## src/hdl/mbs_pkg.sv

```systemverilog
`timescale 1ns / 1ps
// ----------------------------------------------------------------------------
// mbs_pkg
// Shared sizes, codes, command/status structs and the CRC-16 byte step.
// ----------------------------------------------------------------------------
package mbs_pkg;

  localparam int unsigned FRAME_BYTES = 64;
  localparam int unsigned REG_DEPTH   = 64;
  localparam int unsigned MAX_READ    = 29;

  localparam int unsigned LEN_W  = $clog2(FRAME_BYTES + 1);
  localparam int unsigned BUF_AW = $clog2(FRAME_BYTES);
  localparam int unsigned REG_AW = $clog2(REG_DEPTH);
  localparam int unsigned LIM_W  = $clog2(REG_DEPTH + 1);

  localparam logic [1:0] FUNC_RX_BYTE = 2'd0;
  localparam logic [1:0] FUNC_TICK    = 2'd1;
  localparam logic [1:0] FUNC_LWRITE  = 2'd2;
  localparam logic [1:0] FUNC_LREAD   = 2'd3;

  localparam logic [7:0] FC_READ_HOLD  = 8'h03;
  localparam logic [7:0] FC_WRITE_ONE  = 8'h06;
  localparam logic [7:0] FC_EXC_FLAG   = 8'h80;
  localparam logic [7:0] EXC_ILL_FUNC  = 8'h01;
  localparam logic [7:0] EXC_ILL_ADDR  = 8'h02;
  localparam logic [15:0] CRC_INIT     = 16'hFFFF;
  localparam logic [15:0] CRC_POLY     = 16'hA001;

  localparam logic [1:0] CFG_SLAVE_ADDR = 2'd0;
  localparam logic [1:0] CFG_REGS_USED  = 2'd1;
  localparam logic [1:0] CFG_GAP_TICKS  = 2'd2;

  localparam logic [7:0] RST_SLAVE_ADDR = 8'd1;
  localparam logic [6:0] RST_REGS_USED  = 7'd64;
  localparam logic [7:0] RST_GAP_TICKS  = 8'd10;

  typedef enum logic [3:0] {
    SEL_ADDR, SEL_FCX, SEL_EXC1, SEL_EXC2, SEL_FC3, SEL_CNT,
    SEL_RHI, SEL_RLO, SEL_BUF, SEL_CRCL, SEL_CRCH
  } sel_e;

  typedef struct packed {
    logic [7:0] slave_addr;
    logic [6:0] regs_used;
    logic [7:0] gap_ticks;
  } cfg_t;

  typedef struct packed {
    logic store_byte;
    logic tick_inc;
    logic clear_frame;
    logic hw_local;
    logic hw_frame;
    logic hr_local;
    logic hr_frame;
    logic buf_rd;
    logic cnt_clr;
    logic cnt_inc;
    logic txcrc_init;
    logic emit;
    logic emit_local;
    logic last;
    sel_e sel;
  } cmd_t;

  typedef struct packed {
    logic slot_free;
    logic frame_due;
    logic hdr_ok;
    logic short8;
    logic is_rd;
    logic is_wr;
    logic rd_fault;
    logic wr_fault;
    logic q_zero;
    logic rd_last;
    logic echo_last;
  } stat_t;

  function automatic logic [15:0] crc_byte(input logic [15:0] crc, input logic [7:0] b);
    logic [15:0] c;
    c = crc ^ {8'h00, b};
    for (int i = 0; i < 8; i++) begin
      c = c[0] ? ((c >> 1) ^ CRC_POLY) : (c >> 1);
    end
    return c;
  endfunction

endpackage

```

## src/hdl/mbs_if.sv

```systemverilog
`timescale 1ns / 1ps
// ----------------------------------------------------------------------------
// mbs_if
// Valid/ready channels for input events and result items.
// ----------------------------------------------------------------------------
interface mbs_in_if;
  logic        valid;
  logic        ready;
  logic [1:0]  func;
  logic [7:0]  rx_byte;
  logic [5:0]  local_addr;
  logic [15:0] local_value;
  modport source (output valid, func, rx_byte, local_addr, local_value, input ready);
  modport sink   (input valid, func, rx_byte, local_addr, local_value, output ready);
endinterface

interface mbs_out_if;
  logic        valid;
  logic        ready;
  logic        result_kind;
  logic [7:0]  tx_byte;
  logic        last;
  logic [15:0] read_value;
  modport source (output valid, result_kind, tx_byte, last, read_value, input ready);
  modport sink   (input valid, result_kind, tx_byte, last, read_value, output ready);
endinterface

```

## src/hdl/mbs_ctrl.sv

```systemverilog
`timescale 1ns / 1ps
// ----------------------------------------------------------------------------
// mbs_ctrl
// Sequencer: event dispatch, frame checks and response byte order.
// ----------------------------------------------------------------------------
module mbs_ctrl (
  input  logic            clk_i,
  input  logic            rst_ni,
  input  logic            in_valid_i,
  input  logic [1:0]      in_func_i,
  output logic            in_ready_o,
  input  mbs_pkg::stat_t  stat_i,
  output mbs_pkg::cmd_t   cmd_o
);

  localparam logic [4:0] S_IDLE     = 5'd0;
  localparam logic [4:0] S_LRD      = 5'd1;
  localparam logic [4:0] S_CHECK    = 5'd2;
  localparam logic [4:0] S_EX_ADDR  = 5'd3;
  localparam logic [4:0] S_EX_FC    = 5'd4;
  localparam logic [4:0] S_EX_CODE  = 5'd5;
  localparam logic [4:0] S_RSP_ADDR = 5'd6;
  localparam logic [4:0] S_RSP_FC   = 5'd7;
  localparam logic [4:0] S_RSP_CNT  = 5'd8;
  localparam logic [4:0] S_RD_REQ   = 5'd9;
  localparam logic [4:0] S_RD_HI    = 5'd10;
  localparam logic [4:0] S_RD_LO    = 5'd11;
  localparam logic [4:0] S_BUF_REQ  = 5'd12;
  localparam logic [4:0] S_BUF_EM   = 5'd13;
  localparam logic [4:0] S_CRC_LO   = 5'd14;
  localparam logic [4:0] S_CRC_HI   = 5'd15;
  localparam logic [4:0] S_DONE     = 5'd16;

  logic [4:0] state_q, state_d;
  logic       exc2_q, exc2_d;
  logic       acc;

  assign in_ready_o = (state_q == S_IDLE);
  assign acc        = in_valid_i && in_ready_o;

  always_comb begin
    state_d = state_q;
    exc2_d  = exc2_q;
    cmd_o   = '0;
    cmd_o.sel = mbs_pkg::SEL_ADDR;
    unique case (state_q)
      S_IDLE: begin
        if (acc) begin
          unique case (in_func_i)
            mbs_pkg::FUNC_RX_BYTE: cmd_o.store_byte = 1'b1;
            mbs_pkg::FUNC_TICK: begin
              if (stat_i.frame_due) state_d = S_CHECK;
              else cmd_o.tick_inc = 1'b1;
            end
            mbs_pkg::FUNC_LWRITE: cmd_o.hw_local = 1'b1;
            default: begin
              cmd_o.hr_local = 1'b1;
              state_d = S_LRD;
            end
          endcase
        end
      end
      S_LRD: begin
        cmd_o.emit_local = 1'b1;
        if (stat_i.slot_free) state_d = S_IDLE;
      end
      S_CHECK: begin
        cmd_o.txcrc_init = 1'b1;
        cmd_o.cnt_clr    = 1'b1;
        priority if (!stat_i.hdr_ok) begin
          state_d = S_DONE;
        end else if (!stat_i.is_rd && !stat_i.is_wr) begin
          exc2_d  = 1'b0;
          state_d = S_EX_ADDR;
        end else if (stat_i.short8) begin
          state_d = S_DONE;
        end else if (stat_i.is_rd) begin
          exc2_d  = 1'b1;
          state_d = stat_i.rd_fault ? S_EX_ADDR : S_RSP_ADDR;
        end else begin
          exc2_d  = 1'b1;
          if (stat_i.wr_fault) begin
            state_d = S_EX_ADDR;
          end else begin
            cmd_o.hw_frame = 1'b1;
            state_d = S_BUF_REQ;
          end
        end
      end
      S_EX_ADDR, S_RSP_ADDR: begin
        cmd_o.emit = stat_i.slot_free;
        cmd_o.sel  = mbs_pkg::SEL_ADDR;
        if (stat_i.slot_free) state_d = (state_q == S_EX_ADDR) ? S_EX_FC : S_RSP_FC;
      end
      S_EX_FC: begin
        cmd_o.emit = stat_i.slot_free;
        cmd_o.sel  = mbs_pkg::SEL_FCX;
        if (stat_i.slot_free) state_d = S_EX_CODE;
      end
      S_EX_CODE: begin
        cmd_o.emit = stat_i.slot_free;
        cmd_o.sel  = exc2_q ? mbs_pkg::SEL_EXC2 : mbs_pkg::SEL_EXC1;
        if (stat_i.slot_free) state_d = S_CRC_LO;
      end
      S_RSP_FC: begin
        cmd_o.emit = stat_i.slot_free;
        cmd_o.sel  = mbs_pkg::SEL_FC3;
        if (stat_i.slot_free) state_d = S_RSP_CNT;
      end
      S_RSP_CNT: begin
        cmd_o.emit = stat_i.slot_free;
        cmd_o.sel  = mbs_pkg::SEL_CNT;
        if (stat_i.slot_free) state_d = stat_i.q_zero ? S_CRC_LO : S_RD_REQ;
      end
      S_RD_REQ: begin
        cmd_o.hr_frame = 1'b1;
        state_d = S_RD_HI;
      end
      S_RD_HI: begin
        cmd_o.emit = stat_i.slot_free;
        cmd_o.sel  = mbs_pkg::SEL_RHI;
        if (stat_i.slot_free) state_d = S_RD_LO;
      end
      S_RD_LO: begin
        cmd_o.emit = stat_i.slot_free;
        cmd_o.sel  = mbs_pkg::SEL_RLO;
        if (stat_i.slot_free) begin
          cmd_o.cnt_inc = 1'b1;
          state_d = stat_i.rd_last ? S_CRC_LO : S_RD_REQ;
        end
      end
      S_BUF_REQ: begin
        cmd_o.buf_rd = 1'b1;
        state_d = S_BUF_EM;
      end
      S_BUF_EM: begin
        cmd_o.emit = stat_i.slot_free;
        cmd_o.sel  = mbs_pkg::SEL_BUF;
        if (stat_i.slot_free) begin
          cmd_o.cnt_inc = 1'b1;
          state_d = stat_i.echo_last ? S_CRC_LO : S_BUF_REQ;
        end
      end
      S_CRC_LO: begin
        cmd_o.emit = stat_i.slot_free;
        cmd_o.sel  = mbs_pkg::SEL_CRCL;
        if (stat_i.slot_free) state_d = S_CRC_HI;
      end
      S_CRC_HI: begin
        cmd_o.emit = stat_i.slot_free;
        cmd_o.last = 1'b1;
        cmd_o.sel  = mbs_pkg::SEL_CRCH;
        if (stat_i.slot_free) state_d = S_DONE;
      end
      S_DONE: begin
        cmd_o.clear_frame = 1'b1;
        state_d = S_IDLE;
      end
      default: state_d = S_IDLE;
    endcase
  end

  always_ff @(posedge clk_i or negedge rst_ni) begin
    if (!rst_ni) begin
      state_q <= S_IDLE;
      exc2_q  <= 1'b0;
    end else begin
      state_q <= state_d;
      exc2_q  <= exc2_d;
    end
  end

endmodule

```

## src/hdl/mbs_dp.sv

```systemverilog
`timescale 1ns / 1ps
// ----------------------------------------------------------------------------
// mbs_dp
// Datapath: frame buffer, holding registers, CRC, counters, output register.
// ----------------------------------------------------------------------------
module mbs_dp (
  input  logic            clk_i,
  input  logic            rst_ni,
  input  mbs_pkg::cfg_t   cfg_i,
  input  logic [7:0]      rx_byte_i,
  input  logic [5:0]      local_addr_i,
  input  logic [15:0]     local_value_i,
  input  mbs_pkg::cmd_t   cmd_i,
  output mbs_pkg::stat_t  stat_o,
  input  logic            out_ready_i,
  output logic            out_valid_o,
  output logic            out_kind_o,
  output logic [7:0]      out_byte_o,
  output logic            out_last_o,
  output logic [15:0]     out_value_o
);

  localparam int unsigned AW = mbs_pkg::REG_AW;

  logic [7:0]  fbuf [mbs_pkg::FRAME_BYTES];
  logic [15:0] hregs [mbs_pkg::REG_DEPTH];
  logic [mbs_pkg::REG_DEPTH-1:0] hvalid_q;

  logic [mbs_pkg::LEN_W-1:0] len_q;
  logic [7:0]  idle_q;
  logic [15:0] crc_q, txcrc_q;
  logic [7:0]  hdr_q [6];
  logic [mbs_pkg::LEN_W-1:0] cnt_q;
  logic [7:0]  brd_q;
  logic [15:0] hrd_q;
  logic        hrd_vld_q;
  logic        ov_q, okind_q, olast_q;
  logic [7:0]  obyte_q;
  logic [15:0] oval_q;

  logic [15:0] a, q, hval;
  logic [16:0] a_plus_q;
  logic [mbs_pkg::LIM_W-1:0] lim;
  logic [AW-1:0] hw_addr, hr_addr;
  logic [15:0] hw_data;
  logic        hw_en, hr_en;
  logic [7:0]  tx;
  logic        slot_free;

  assign a        = {hdr_q[2], hdr_q[3]};
  assign q        = {hdr_q[4], hdr_q[5]};
  assign a_plus_q = {1'b0, a} + {1'b0, q};
  assign lim = (cfg_i.regs_used > 7'(mbs_pkg::REG_DEPTH)) ?
               mbs_pkg::LIM_W'(mbs_pkg::REG_DEPTH) : mbs_pkg::LIM_W'(cfg_i.regs_used);
  assign hval = hrd_vld_q ? hrd_q : 16'h0000;
  assign slot_free = !ov_q || out_ready_i;

  always_comb begin
    stat_o.slot_free = slot_free;
    stat_o.frame_due = (len_q != '0) && (idle_q >= cfg_i.gap_ticks);
    stat_o.hdr_ok    = (len_q >= mbs_pkg::LEN_W'(4)) && (hdr_q[0] == cfg_i.slave_addr)
                       && (crc_q == 16'h0000);
    stat_o.short8    = len_q < mbs_pkg::LEN_W'(8);
    stat_o.is_rd     = hdr_q[1] == mbs_pkg::FC_READ_HOLD;
    stat_o.is_wr     = hdr_q[1] == mbs_pkg::FC_WRITE_ONE;
    stat_o.rd_fault  = (q > 16'(mbs_pkg::MAX_READ)) || (a_plus_q > 17'(lim));
    stat_o.wr_fault  = a >= 16'(lim);
    stat_o.q_zero    = q == 16'h0000;
    stat_o.rd_last   = 16'(cnt_q) + 16'd1 == q;
    stat_o.echo_last = cnt_q + mbs_pkg::LEN_W'(3) == len_q;
  end

  always_comb begin
    unique case (cmd_i.sel)
      mbs_pkg::SEL_ADDR: tx = cfg_i.slave_addr;
      mbs_pkg::SEL_FCX:  tx = hdr_q[1] | mbs_pkg::FC_EXC_FLAG;
      mbs_pkg::SEL_EXC1: tx = mbs_pkg::EXC_ILL_FUNC;
      mbs_pkg::SEL_EXC2: tx = mbs_pkg::EXC_ILL_ADDR;
      mbs_pkg::SEL_FC3:  tx = mbs_pkg::FC_READ_HOLD;
      mbs_pkg::SEL_CNT:  tx = {hdr_q[5][6:0], 1'b0};
      mbs_pkg::SEL_RHI:  tx = hval[15:8];
      mbs_pkg::SEL_RLO:  tx = hval[7:0];
      mbs_pkg::SEL_BUF:  tx = brd_q;
      mbs_pkg::SEL_CRCL: tx = txcrc_q[7:0];
      mbs_pkg::SEL_CRCH: tx = txcrc_q[15:8];
      default:           tx = 8'h00;
    endcase
  end

  // holding register port select
  assign hw_en   = cmd_i.hw_local || cmd_i.hw_frame;
  assign hw_addr = cmd_i.hw_frame ? a[AW-1:0] : local_addr_i[AW-1:0];
  assign hw_data = cmd_i.hw_frame ? q : local_value_i;
  assign hr_en   = cmd_i.hr_local || cmd_i.hr_frame;
  assign hr_addr = cmd_i.hr_frame ? (a[AW-1:0] + cnt_q[AW-1:0]) : local_addr_i[AW-1:0];

  always_ff @(posedge clk_i) begin
    if (hw_en) hregs[hw_addr] <= hw_data;
    if (hr_en) hrd_q <= hregs[hr_addr];
    if (cmd_i.store_byte && (len_q < mbs_pkg::LEN_W'(mbs_pkg::FRAME_BYTES)))
      fbuf[len_q[mbs_pkg::BUF_AW-1:0]] <= rx_byte_i;
    if (cmd_i.buf_rd) brd_q <= fbuf[cnt_q[mbs_pkg::BUF_AW-1:0]];
  end

  // header bytes kept in flops for the checks
  always_ff @(posedge clk_i) begin
    if (cmd_i.store_byte && (len_q < mbs_pkg::LEN_W'(6)))
      hdr_q[len_q[2:0]] <= rx_byte_i;
  end

  always_ff @(posedge clk_i or negedge rst_ni) begin
    if (!rst_ni) begin
      hvalid_q  <= '0;
      hrd_vld_q <= 1'b0;
      len_q     <= '0;
      idle_q    <= '0;
      crc_q     <= mbs_pkg::CRC_INIT;
      txcrc_q   <= mbs_pkg::CRC_INIT;
      cnt_q     <= '0;
      ov_q      <= 1'b0;
    end else begin
      if (hw_en) hvalid_q[hw_addr] <= 1'b1;
      if (hr_en) hrd_vld_q <= hvalid_q[hr_addr];
      if (cmd_i.store_byte && (len_q < mbs_pkg::LEN_W'(mbs_pkg::FRAME_BYTES))) begin
        len_q  <= len_q + mbs_pkg::LEN_W'(1);
        crc_q  <= mbs_pkg::crc_byte(crc_q, rx_byte_i);
        idle_q <= '0;
      end
      if (cmd_i.tick_inc && (idle_q != 8'hFF)) idle_q <= idle_q + 8'd1;
      if (cmd_i.clear_frame) begin
        len_q  <= '0;
        idle_q <= '0;
        crc_q  <= mbs_pkg::CRC_INIT;
      end
      if (cmd_i.cnt_clr) cnt_q <= '0;
      else if (cmd_i.cnt_inc) cnt_q <= cnt_q + mbs_pkg::LEN_W'(1);
      if (cmd_i.txcrc_init) txcrc_q <= mbs_pkg::CRC_INIT;
      else if (cmd_i.emit && (cmd_i.sel != mbs_pkg::SEL_CRCL) &&
               (cmd_i.sel != mbs_pkg::SEL_CRCH))
        txcrc_q <= mbs_pkg::crc_byte(txcrc_q, tx);
      if ((cmd_i.emit || cmd_i.emit_local) && slot_free) ov_q <= 1'b1;
      else if (out_ready_i) ov_q <= 1'b0;
    end
  end

  always_ff @(posedge clk_i) begin
    if (cmd_i.emit && slot_free) begin
      okind_q <= 1'b0;
      obyte_q <= tx;
      olast_q <= cmd_i.last;
      oval_q  <= 16'h0000;
    end else if (cmd_i.emit_local && slot_free) begin
      okind_q <= 1'b1;
      obyte_q <= 8'h00;
      olast_q <= 1'b1;
      oval_q  <= hval;
    end
  end

  assign out_valid_o = ov_q;
  assign out_kind_o  = okind_q;
  assign out_byte_o  = obyte_q;
  assign out_last_o  = olast_q;
  assign out_value_o = oval_q;

endmodule

```

## src/hdl/modbus_rtu_holding_register_slave.sv

```systemverilog
`timescale 1ns / 1ps
// ----------------------------------------------------------------------------
// modbus_rtu_holding_register_slave
// Modbus RTU slave over 64 holding registers with local access port.
// ----------------------------------------------------------------------------
//  channel | dir | transfer when      | payload
//  in_i    | in  | valid && ready     | func, rx_byte, local_addr, local_value
//  out_o   | out | valid && ready     | result_kind, tx_byte, last, read_value
//  apb     | in  | psel&penable&pwrite| slave_address, regs_in_use, gap_ticks
//
//  Received bytes, local writes and ticks that do not close a frame leave the
//  sequencer idle; a local read waits in its own state for the output register.
//  A processed frame emits at most one response byte per cycle, plus a request
//  state per register or echoed byte for the registered memory read; the
//  sequencer stalls while the output register is full.
//  Reset is asynchronous; the holding registers read as zero through per-entry
//  valid flops, the frame buffer needs no clearing.
// ----------------------------------------------------------------------------
module modbus_rtu_holding_register_slave (
  input  logic        clk_i,
  input  logic        rst_ni,
  mbs_in_if.sink      in_i,
  mbs_out_if.source   out_o,
  input  logic        psel,
  input  logic        penable,
  input  logic        pwrite,
  input  logic [3:0]  paddr,
  input  logic [31:0] pwdata,
  output logic [31:0] prdata,
  output logic        pready
);

  mbs_pkg::cfg_t  cfg_q;
  mbs_pkg::cmd_t  cmd;
  mbs_pkg::stat_t stat;
  logic           cfg_we;

  // configuration registers, written in the APB access phase
  assign pready = 1'b1;
  assign cfg_we = psel && penable && pwrite;

  always_ff @(posedge clk_i or negedge rst_ni) begin
    if (!rst_ni) begin
      cfg_q.slave_addr <= mbs_pkg::RST_SLAVE_ADDR;
      cfg_q.regs_used  <= mbs_pkg::RST_REGS_USED;
      cfg_q.gap_ticks  <= mbs_pkg::RST_GAP_TICKS;
    end else if (cfg_we) begin
      unique case (paddr[3:2])
        mbs_pkg::CFG_SLAVE_ADDR: cfg_q.slave_addr <= pwdata[7:0];
        mbs_pkg::CFG_REGS_USED:  cfg_q.regs_used  <= pwdata[6:0];
        mbs_pkg::CFG_GAP_TICKS:  cfg_q.gap_ticks  <= pwdata[7:0];
        default: ;
      endcase
    end
  end

  always_comb begin
    unique case (paddr[3:2])
      mbs_pkg::CFG_SLAVE_ADDR: prdata = {24'h0, cfg_q.slave_addr};
      mbs_pkg::CFG_REGS_USED:  prdata = {25'h0, cfg_q.regs_used};
      mbs_pkg::CFG_GAP_TICKS:  prdata = {24'h0, cfg_q.gap_ticks};
      default:                 prdata = 32'h0;
    endcase
  end

  // sequencer: accepts an event only when idle
  mbs_ctrl u_ctrl (
    .clk_i      (clk_i),
    .rst_ni     (rst_ni),
    .in_valid_i (in_i.valid),
    .in_func_i  (in_i.func),
    .in_ready_o (in_i.ready),
    .stat_i     (stat),
    .cmd_o      (cmd)
  );

  // storage, CRC and the output register that decouples the result side
  mbs_dp u_dp (
    .clk_i         (clk_i),
    .rst_ni        (rst_ni),
    .cfg_i         (cfg_q),
    .rx_byte_i     (in_i.rx_byte),
    .local_addr_i  (in_i.local_addr),
    .local_value_i (in_i.local_value),
    .cmd_i         (cmd),
    .stat_o        (stat),
    .out_ready_i   (out_o.ready),
    .out_valid_o   (out_o.valid),
    .out_kind_o    (out_o.result_kind),
    .out_byte_o    (out_o.tx_byte),
    .out_last_o    (out_o.last),
    .out_value_o   (out_o.read_value)
  );

endmodule

```

## src/flat_wrapper.sv

```systemverilog
// flat-port wrapper written by rule: the top's interface ports become plain ports
module modbus_rtu_holding_register_slave_flat 
  (clk_i, rst_ni, psel, penable, pwrite, paddr, pwdata, prdata, pready, in_i_valid, in_i_func, in_i_rx_byte, in_i_local_addr, in_i_local_value, in_i_ready, out_o_valid, out_o_result_kind, out_o_tx_byte, out_o_last, out_o_read_value, out_o_ready);
  mbs_in_if in_i_i ();
  mbs_out_if out_o_i ();
  input  logic clk_i;
  input  logic rst_ni;
  input  logic psel;
  input  logic penable;
  input  logic pwrite;
  input  logic [3:0] paddr;
  input  logic [31:0] pwdata;
  output logic [31:0] prdata;
  output logic pready;
  input wire logic [$bits(in_i_i.valid)-1:0] in_i_valid;
  input wire logic [$bits(in_i_i.func)-1:0] in_i_func;
  input wire logic [$bits(in_i_i.rx_byte)-1:0] in_i_rx_byte;
  input wire logic [$bits(in_i_i.local_addr)-1:0] in_i_local_addr;
  input wire logic [$bits(in_i_i.local_value)-1:0] in_i_local_value;
  output wire logic [$bits(in_i_i.ready)-1:0] in_i_ready;
  output wire logic [$bits(out_o_i.valid)-1:0] out_o_valid;
  output wire logic [$bits(out_o_i.result_kind)-1:0] out_o_result_kind;
  output wire logic [$bits(out_o_i.tx_byte)-1:0] out_o_tx_byte;
  output wire logic [$bits(out_o_i.last)-1:0] out_o_last;
  output wire logic [$bits(out_o_i.read_value)-1:0] out_o_read_value;
  input wire logic [$bits(out_o_i.ready)-1:0] out_o_ready;
  assign in_i_i.valid = in_i_valid;
  assign in_i_i.func = in_i_func;
  assign in_i_i.rx_byte = in_i_rx_byte;
  assign in_i_i.local_addr = in_i_local_addr;
  assign in_i_i.local_value = in_i_local_value;
  assign in_i_ready = in_i_i.ready;
  assign out_o_valid = out_o_i.valid;
  assign out_o_result_kind = out_o_i.result_kind;
  assign out_o_tx_byte = out_o_i.tx_byte;
  assign out_o_last = out_o_i.last;
  assign out_o_read_value = out_o_i.read_value;
  assign out_o_i.ready = out_o_ready;
  modbus_rtu_holding_register_slave u_core (.clk_i(clk_i), .rst_ni(rst_ni), .in_i(in_i_i), .out_o(out_o_i), .psel(psel), .penable(penable), .pwrite(pwrite), .paddr(paddr), .pwdata(pwdata), .prdata(prdata), .pready(pready));
endmodule
```

## config.mk

```make
export PLATFORM = sky130hd
export DESIGN_NAME = modbus_rtu_holding_register_slave_flat
export DESIGN_NICKNAME = d
export VERILOG_FILES = /design/src/hdl/mbs_pkg.sv /design/src/hdl/mbs_if.sv /design/src/hdl/mbs_ctrl.sv /design/src/hdl/mbs_dp.sv /design/src/hdl/modbus_rtu_holding_register_slave.sv /design/src/flat_wrapper.sv
export SDC_FILE = /design/constraint.sdc
export NUM_CORES = 2
export LEC_CHECK = 0
export BUFFER_PORTS_ARGS = -buffer_cell sky130_fd_sc_hd__buf_2
export CAP_MARGIN = 20
export CORE_AREA = 2 2 368 370
export CTS_BUF_LIST = sky130_fd_sc_hd__clkbuf_8
export DETAILED_ROUTE_END_ITERATION = 8
export DIE_AREA = 0 0 370 372
export GPL_TIMING_DRIVEN = 0
export PLACE_DENSITY = 0.79
export SYNTH_ARGS = -nofsm -noshare
export SYNTH_HDL_FRONTEND = slang
export SYNTH_SLANG_ARGS = --single-unit
```

## constraint.sdc

```tcl
create_clock -name clk_i -period 7.35 [get_ports clk_i]
set_input_delay 0.3675 -clock clk_i [delete_from_list [all_inputs] [get_ports clk_i]]
set_output_delay 0.3675 -clock clk_i [all_outputs]
set_load 0.02 [all_outputs]
```

# == After elaboration in Yosys (flattened, before gate mapping) ==
# Memories as Yosys holds them, arrays and structs flattened. A register that Yosys moved wholly into a read port is not among the register bits.
# Cells that the tools add are included.
# word_totals
register_bits,175
ram_bits,1584
input_bits,75
output_inout_bits,61
word_cells,263
mem_count,3
# classes
addsub,7
n_lt_le_gt_ge,12
n_eq_ne,53
muxes,105
bitwise,19
n_reduce_logical,47
# mem_list
memory,depth,word_bits,read_ports,rd_clocked_by_memory_dff,write_ports,line,text
u_core.u_dp.hregs,64,16,1,1,1,mbs_dp.sv:26,logic [15:0] hregs [mbs_pkg::REG_DEPTH];
u_core.u_dp.fbuf,64,8,1,1,1,mbs_dp.sv:25,logic [7:0] fbuf [mbs_pkg::FRAME_BYTES];
u_core.u_dp.hdr_q,6,8,6,0,1,mbs_dp.sv:32,logic [7:0] hdr_q [6];
# ops
operator,n
two-way mux 16 bit,22
one-hot mux 8 bit (11 select lines),1
two-way mux 5 bit,17
one-hot mux 5 bit (15 select lines),1
OR 64 bit,1
NOT 2 -> 3 bit,16
"== test 5 x 4 -> 1 bit, second input constant",8
two-way mux 8 bit,5
two-way mux 1 bit,39
one-hot mux 4 bit (9 select lines),1
two-way mux 7 bit,5
logical NOT 16 bit,2
bitwise XOR 16 x 8 -> 16 bit,2
"!= test 2 bit, second input constant",13
one-hot mux 8 bit (3 select lines),1
"== test 5 x 3 -> 1 bit, second input constant",4
adder 16 x 16 -> 17 bit,1
greater-than comparator 17 x 7 -> 1 bit,1
"== test 4 x 3 -> 1 bit, second input constant",4
== test 8 x 16 -> 1 bit,1
>= comparator 16 x 7 -> 1 bit,1
"greater-than comparator 16 x 5 -> 1 bit, second input constant",1
logical AND 1 bit,16
"adder 7 x 1 -> 7 bit, second input constant",2
other kinds (49),78

# == Longest topological paths before layout ==
# logic_depth
ltp_word,23
mapped_depth,18
depth_no_buf,18

# == Modules after synthesis ==
# A second synthesis with hierarchy kept.
# hier_totals
hier_cells,3994
area_unflattened_um2,73065.1
# modules_own_cells
mod,instances,cells_per_inst,area_each_um2,seq_area_each_um2
mbs_dp,1,3778,71011.9,51939.8
modbus_rtu_holding_register_slave,1,104,1281.2,580.6
mbs_ctrl,1,112,772.0,150.1

# == Worst setup path after synthesis ==
# No wires, ideal clock.
# synth_path
path_kind,flip-flop to flip-flop
startpoint,reg u_core.cfg_q[14] in the netlist's numbering
endpoint,mem u_core.u_dp.hregs[0][1] (data pin)
arrival_ns,4.995
slack_ns,1.653
path_stages_with_launch,13
path_cell_list,dfstp_2 > nor2b_1 > ha_1 > nand2b_1 > a21o_1 > a21o_1 > a21o_1 > a21o_1 > a21oi_1 > o211ai_4 > buf_4 > buf_2 > o21ai_0
# synth_via
elab_chain_cells,10
# synth_lines
item,line,text
start: declaration,modbus_rtu_holding_register_slave.sv:33,mbs_pkg::cfg_t cfg_q;
greater-than comparator 7 bit,mbs_dp.sv:53,assign lim = (cfg_i.regs_used > 7'(mbs_pkg::REG_DEPTH)) ?
two-way mux 7 bit *,mbs_dp.sv:53,
>= comparator 16 x 7 -> 1 bit *,mbs_dp.sv:67,stat_o.wr_fault = a >= 16'(lim);
two-way mux 1 bit *,mbs_ctrl.sv:82,if (stat_i.wr_fault) begin
two-way mux 1 bit *,mbs_ctrl.sv:77,end else if (stat_i.is_rd) begin
two-way mux 1 bit *,mbs_ctrl.sv:75,end else if (stat_i.short8) begin
two-way mux 1 bit *,mbs_ctrl.sv:72,end else if (!stat_i.is_rd && !stat_i.is_wr) begin
two-way mux 1 bit *,mbs_ctrl.sv:70,priority if (!stat_i.hdr_ok) begin
two-way mux 1 bit *,mbs_ctrl.sv:46,unique case (state_q)
two-way mux 16 bit *,mbs_dp.sv:93,assign hw_data = cmd_i.hw_frame ? q : local_value_i;
net u_core.u_dp.hw_data[1],mbs_dp.sv:45,logic [15:0] hw_data;
end: declaration,mbs_dp.sv:26,
# The timed path passes the listed nets; every way through them passes the cells marked *.

==> impl_metrics.xml <==
<?xml version="1.0" encoding="UTF-8"?>
<metrics>
  <group name="run_status">
    <metric name="outcome" unit="">finished with violations</metric>
    <metric name="failed_checks" unit="">negative hold slack</metric>
  </group>
  <group name="timing">
    <metric name="slew_viol_final" unit="">0</metric>
    <metric name="worst_pin_slew" unit="ns">1.249</metric>
    <metric name="hold_violations" unit="">2</metric>
    <metric name="fmax" unit="MHz">176.5</metric>
    <metric name="min_period" unit="ns">5.667</metric>
    <metric name="min_period_over_period" unit="%">77.11</metric>
    <metric name="timing.max_slew.rel_slack" unit="%">16.14</metric>
    <metric name="fin_worst_hold_slack" unit="ns">-0.008892</metric>
    <metric name="setup_repair_after_global_routing_missed_its_margin" unit="">false</metric>
    <metric name="tns" unit="ns">0</metric>
    <metric name="clock_skew" unit="ns">0.09383</metric>
    <metric name="finalSetupViolCount" unit="">0</metric>
    <metric name="final.setup.worst_slack" unit="ns">1.683</metric>
  </group>
  <group name="global_routing">
    <metric name="antenna_found_initial" unit="">12</metric>
    <metric name="grt_pass1_vias" unit="">41362</metric>
    <metric name="grt_pass1_wl" unit="µm">270600</metric>
    <metric name="globalRouteTotalUtil" unit="%">27.04</metric>
    <metric name="grt_start_max_net_pins" unit="">81</metric>
    <metric name="grt-ovfl-total" unit="">0</metric>
  </group>
  <group name="logic_synthesis">
    <metric name="ys_ff_latch" unit="">1783</metric>
    <metric name="synthFlopType" unit="">sky130_fd_sc_hd__edfxtp_1</metric>
    <metric name="synth_area_per_cell" unit="µm²">17.62</metric>
    <metric name="top_cells_by_area_in_the_synthesized_netlist" unit="">sky130_fd_sc_hd__edfxtp_1 (66%), sky130_fd_sc_hd__mux4_2 (11%), sky130_fd_sc_hd__dfrtp_1 (3.9%), sky130_fd_sc_hd__mux2i_1 (2.3%), sky130_fd_sc_hd__nand2_1 (1.4%)</metric>
    <metric name="synth_async_sr_flop_share" unit="%">8.357</metric>
    <metric name="synth_top_cell_area_share" unit="%">66.34</metric>
    <metric name="synth_edf_count" unit="">1617</metric>
    <metric name="synth-warning-count" unit="">0</metric>
    <metric name="yosysMostFrequentCell" unit="">sky130_fd_sc_hd__edfxtp_1</metric>
    <metric name="synth_top_area_cell" unit="">sky130_fd_sc_hd__edfxtp_1</metric>
    <metric name="syn_inst" unit="">4155</metric>
    <metric name="synthTopCellsByCount" unit="">sky130_fd_sc_hd__edfxtp_1 (1,617), sky130_fd_sc_hd__mux4_2 (356), sky130_fd_sc_hd__nand2_1 (271)</metric>
    <metric name="netlist-cell-type-count" unit="">94</metric>
    <metric name="synth.yosys.seq_area_share" unit="%">71.96</metric>
    <metric name="syn-cell-area" unit="µm²">73200</metric>
  </group>
  <group name="place">
    <metric name="port_buffers" unit="">80</metric>
    <metric name="dp_hpwl" unit="µm">124900</metric>
    <metric name="placement.setup.worst_slack" unit="ns">1.904</metric>
    <metric name="place_congestion" unit="">1.049</metric>
    <metric name="place.detailed.instances" unit="">6114</metric>
  </group>
  <group name="clocking">
    <metric name="maximum_root_to_sink_buffer_count" unit="">4</metric>
    <metric name="tritoncts" unit="">yes</metric>
    <metric name="clkSlewWorstSetupHoldPaths" unit="ns">0.07</metric>
    <metric name="clock_sinks" unit="">1783</metric>
    <metric name="cts_root_buf" unit="">sky130_fd_sc_hd__clkbuf_8</metric>
    <metric name="worstSkewPairLatency" unit="ns">1.00</metric>
    <metric name="cts_inserted_buffers" unit="">292</metric>
    <metric name="htree_levels" unit="">5</metric>
  </group>
  <group name="pwr">
    <metric name="power.share.combinational" unit="%">25.1</metric>
    <metric name="power_switching" unit="µW">8046</metric>
    <metric name="power.switching_fraction" unit="%">30.69</metric>
    <metric name="seq_power_share" unit="%">44.8</metric>
    <metric name="design_power_total" unit="µW">26220</metric>
    <metric name="leakagePower" unit="µW">0.02766</metric>
    <metric name="cellPowerDensity" unit="nW/µm²">316.0</metric>
    <metric name="cell_internal_pwr" unit="µW">18170</metric>
    <metric name="ir_drop" unit="V">0.0002514</metric>
    <metric name="power.share.clock" unit="%">30.1</metric>
  </group>
  <group name="routing">
    <metric name="drt-pass1-iter-count" unit="">6</metric>
    <metric name="first_iter_violations" unit="">5968</metric>
    <metric name="wl_per_cell" unit="µm">28.13</metric>
    <metric name="remaining_drc_errors" unit="">0</metric>
    <metric name="vias" unit="">42477</metric>
    <metric name="final_antenna_net_count" unit="">0</metric>
    <metric name="wl" unit="µm">187400</metric>
    <metric name="via_per_inst" unit="">6.376</metric>
  </group>
  <group name="critical_path">
    <metric name="worstPathRequired" unit="ns">8.03</metric>
    <metric name="timing.critical_path.arrival" unit="ns">6.35</metric>
    <metric name="path_max_fanout" unit="">10</metric>
    <metric name="timing.setup.critical_path_class" unit="">reg2reg</metric>
    <metric name="worst_setup_path_end_kind" unit="">flip-flop</metric>
    <metric name="cp-start-kind" unit="">flip-flop</metric>
  </group>
  <group name="floorplan">
    <metric name="design.die.area" unit="µm²">137600</metric>
    <metric name="initial_utilization" unit="%">54.51</metric>
    <metric name="io_pins" unit="">136</metric>
    <metric name="fp.coreArea" unit="µm²">134300</metric>
    <metric name="core.rowCount" unit="">135</metric>
    <metric name="chipHeight" unit="µm">372</metric>
    <metric name="die_w" unit="µm">370</metric>
  </group>
  <group name="finish">
    <metric name="post_route_cells_drive_above_1_share" unit="%">23.89</metric>
    <metric name="layout.cells.non_filler" unit="">6662</metric>
    <metric name="final.fill_count" unit="">9083</metric>
    <metric name="layout.nets" unit="">4791</metric>
    <metric name="p_r_area_growth_vs_syn" unit="%">13.34</metric>
  </group>
  <group name="run">
    <metric name="cap_violations" unit="">0</metric>
  </group>
  <group name="worst_hold_path">
    <metric name="path_category_of_the_worst_min_delay_check" unit="">in2reg</metric>
  </group>
</metrics>
[final timing paths]
path                       depth (start not counted)                                startpoint  slack, ns                                        to
setup / recovery                                  12         u_core.u_dp.hdr_q[3][1]$_DFFE_PP_       1.68            u_core.u_dp.hrd_q[5]$_DFFE_PP_
hold / removal                                     4                        in_i_local_addr[0]     -0.009      u_core.u_dp.hvalid_q[41]$_DFFE_PN0N_
setup reg to reg                                  12         u_core.u_dp.hdr_q[3][1]$_DFFE_PP_       1.68            u_core.u_dp.hrd_q[5]$_DFFE_PP_
hold reg to reg                                    2  u_core.u_dp.out_value_o[13]$_SDFFE_PP0P_       0.46  u_core.u_dp.out_value_o[13]$_SDFFE_PP0P_
max in group asynchronous                          3                                    rst_ni       6.65      u_core.u_dp.hvalid_q[13]$_DFFE_PN0N_
min in group asynchronous                          2                                    rst_ni       0.16       u_core.u_dp.txcrc_q[13]$_DFFE_PN1P_
[what timing repair did]
item	in CTS	in global routing
buffers inserted	0	0
gates resized for setup	0	0
hold endpoints to repair	345	0
hold buffers	33	0
[worst max-delay path: stages (launching register included)]
cell and delay [ns]:
sky130_fd_sc_hd__edfxtp_1 0.56, sky130_fd_sc_hd__ha_1 0.34, sky130_fd_sc_hd__a21o_1 0.15, sky130_fd_sc_hd__a21oi_1 0.22, sky130_fd_sc_hd__xnor2_1 0.14, sky130_fd_sc_hd__nor2_1 0.05
sky130_fd_sc_hd__a21oi_1 0.53, sky130_fd_sc_hd__clkbuf_1 0.61, sky130_fd_sc_hd__clkbuf_1 0.88, sky130_fd_sc_hd__clkbuf_1 0.50, sky130_fd_sc_hd__a311oi_1 0.20, sky130_fd_sc_hd__a311oi_1 1.05
sky130_fd_sc_hd__a21oi_1 0.15
[power by group through the flow]
stage                     clock (µW)  combinational (µW)  sequential [µW]
after floorplan                    0                4350            11900
after global placement             0                6240            11900
after CTS                       7980                6460            11700
final                           7900                6580            11700
after detailed placement           0                6400            11900
after global routing            8400                6930            11800
[sequential cells by signal (all words and copies together) (netlist names), 8 cells and up]
register,flops
u_core.cfg_q,23
u_core.u_dp.brd_q,8
u_core.u_dp.crc_q,16
u_core.u_dp.fbuf,512
u_core.u_dp.hdr_q,48
u_core.u_dp.hrd_q,16
u_core.u_dp.hregs,1024
u_core.u_dp.hvalid_q,64
u_core.u_dp.idle_q,8
u_core.u_dp.out_byte_o,8
u_core.u_dp.out_value_o,16
u_core.u_dp.txcrc_q,16
[metrics by stage]
step	utilization, %	instance area [µm²]
floorplan	-	73280
global placement	56.53	75910
detailed placement	57.55	77290
CTS	61.70	82850
global route	61.77	82950
finish	61.78	82960
[layout by cell type, fill, tap and decap left out, drive strengths merged, types with 9 or more instances in the layout]
cell,count
nand3b,11
edfxtp,1617
buf,267
dlygate4sd3,32
ha,48
xor2,29
and3,31
clkbuf,457
nor4,11
conb,25
inv,124
mux2i,169
dfxtp,17
nand4,17
a22oi,9
o221ai,24
a21o,14
nor2b,45
nor2,249
a311oi,40
dfstp,36
nand2b,15
a21oi,128
mux4,356
dfrtp,113
nor3,42
o32a,10
and2,14
a211oi,82
nor3b,12
xnor2,56
clkinv,98
nand3,82
o21ai,75
mux2,41
nand2,273
o22ai,25
o21bai,23
or2,53
[final cells by class]
cell class,instances,area (µm²),area share [%]
Buffer,258,1202,1.449
Timing Repair Buffer,194,2021,2.436
Antenna cell,8,20.02,0.02413
Tap cell,1781,2228,2.686
Multi-Input combinational cell,2096,19440,23.43
Sequential cell,1783,52670,63.49
Clock buffer,305,4198,5.060
Inverter,41,153.9,0.1855
Clock inverter,196,1026,1.237
[logic make-up (layout without fill, tap and decap cells)]
group	count (synthesis)	after routing	synth area share, %
AO/OA/AOI/OAI	498	498	4.675
XOR/XNOR	86	86	1.106
adder cells (fa/ha/maj)	50	50	0.8752
buffers and inverters	299	994	1.853
flip-flops	1783	1783	71.96
multiplexers	566	566	13.92
other	2	33	0.01026
AND/OR/NAND/NOR	871	871	5.605
[metal layers]
layer	track usage (%)	wire (µm)	up-vias
met2	40.16	85070	2960
li1	-	-	17573
met4	10.62	6649	10
met3	6.991	23100	431
met5	0	101	-
met1	38.73	72480	21503
No activity file was read; power rests on OpenSTA's default activity.
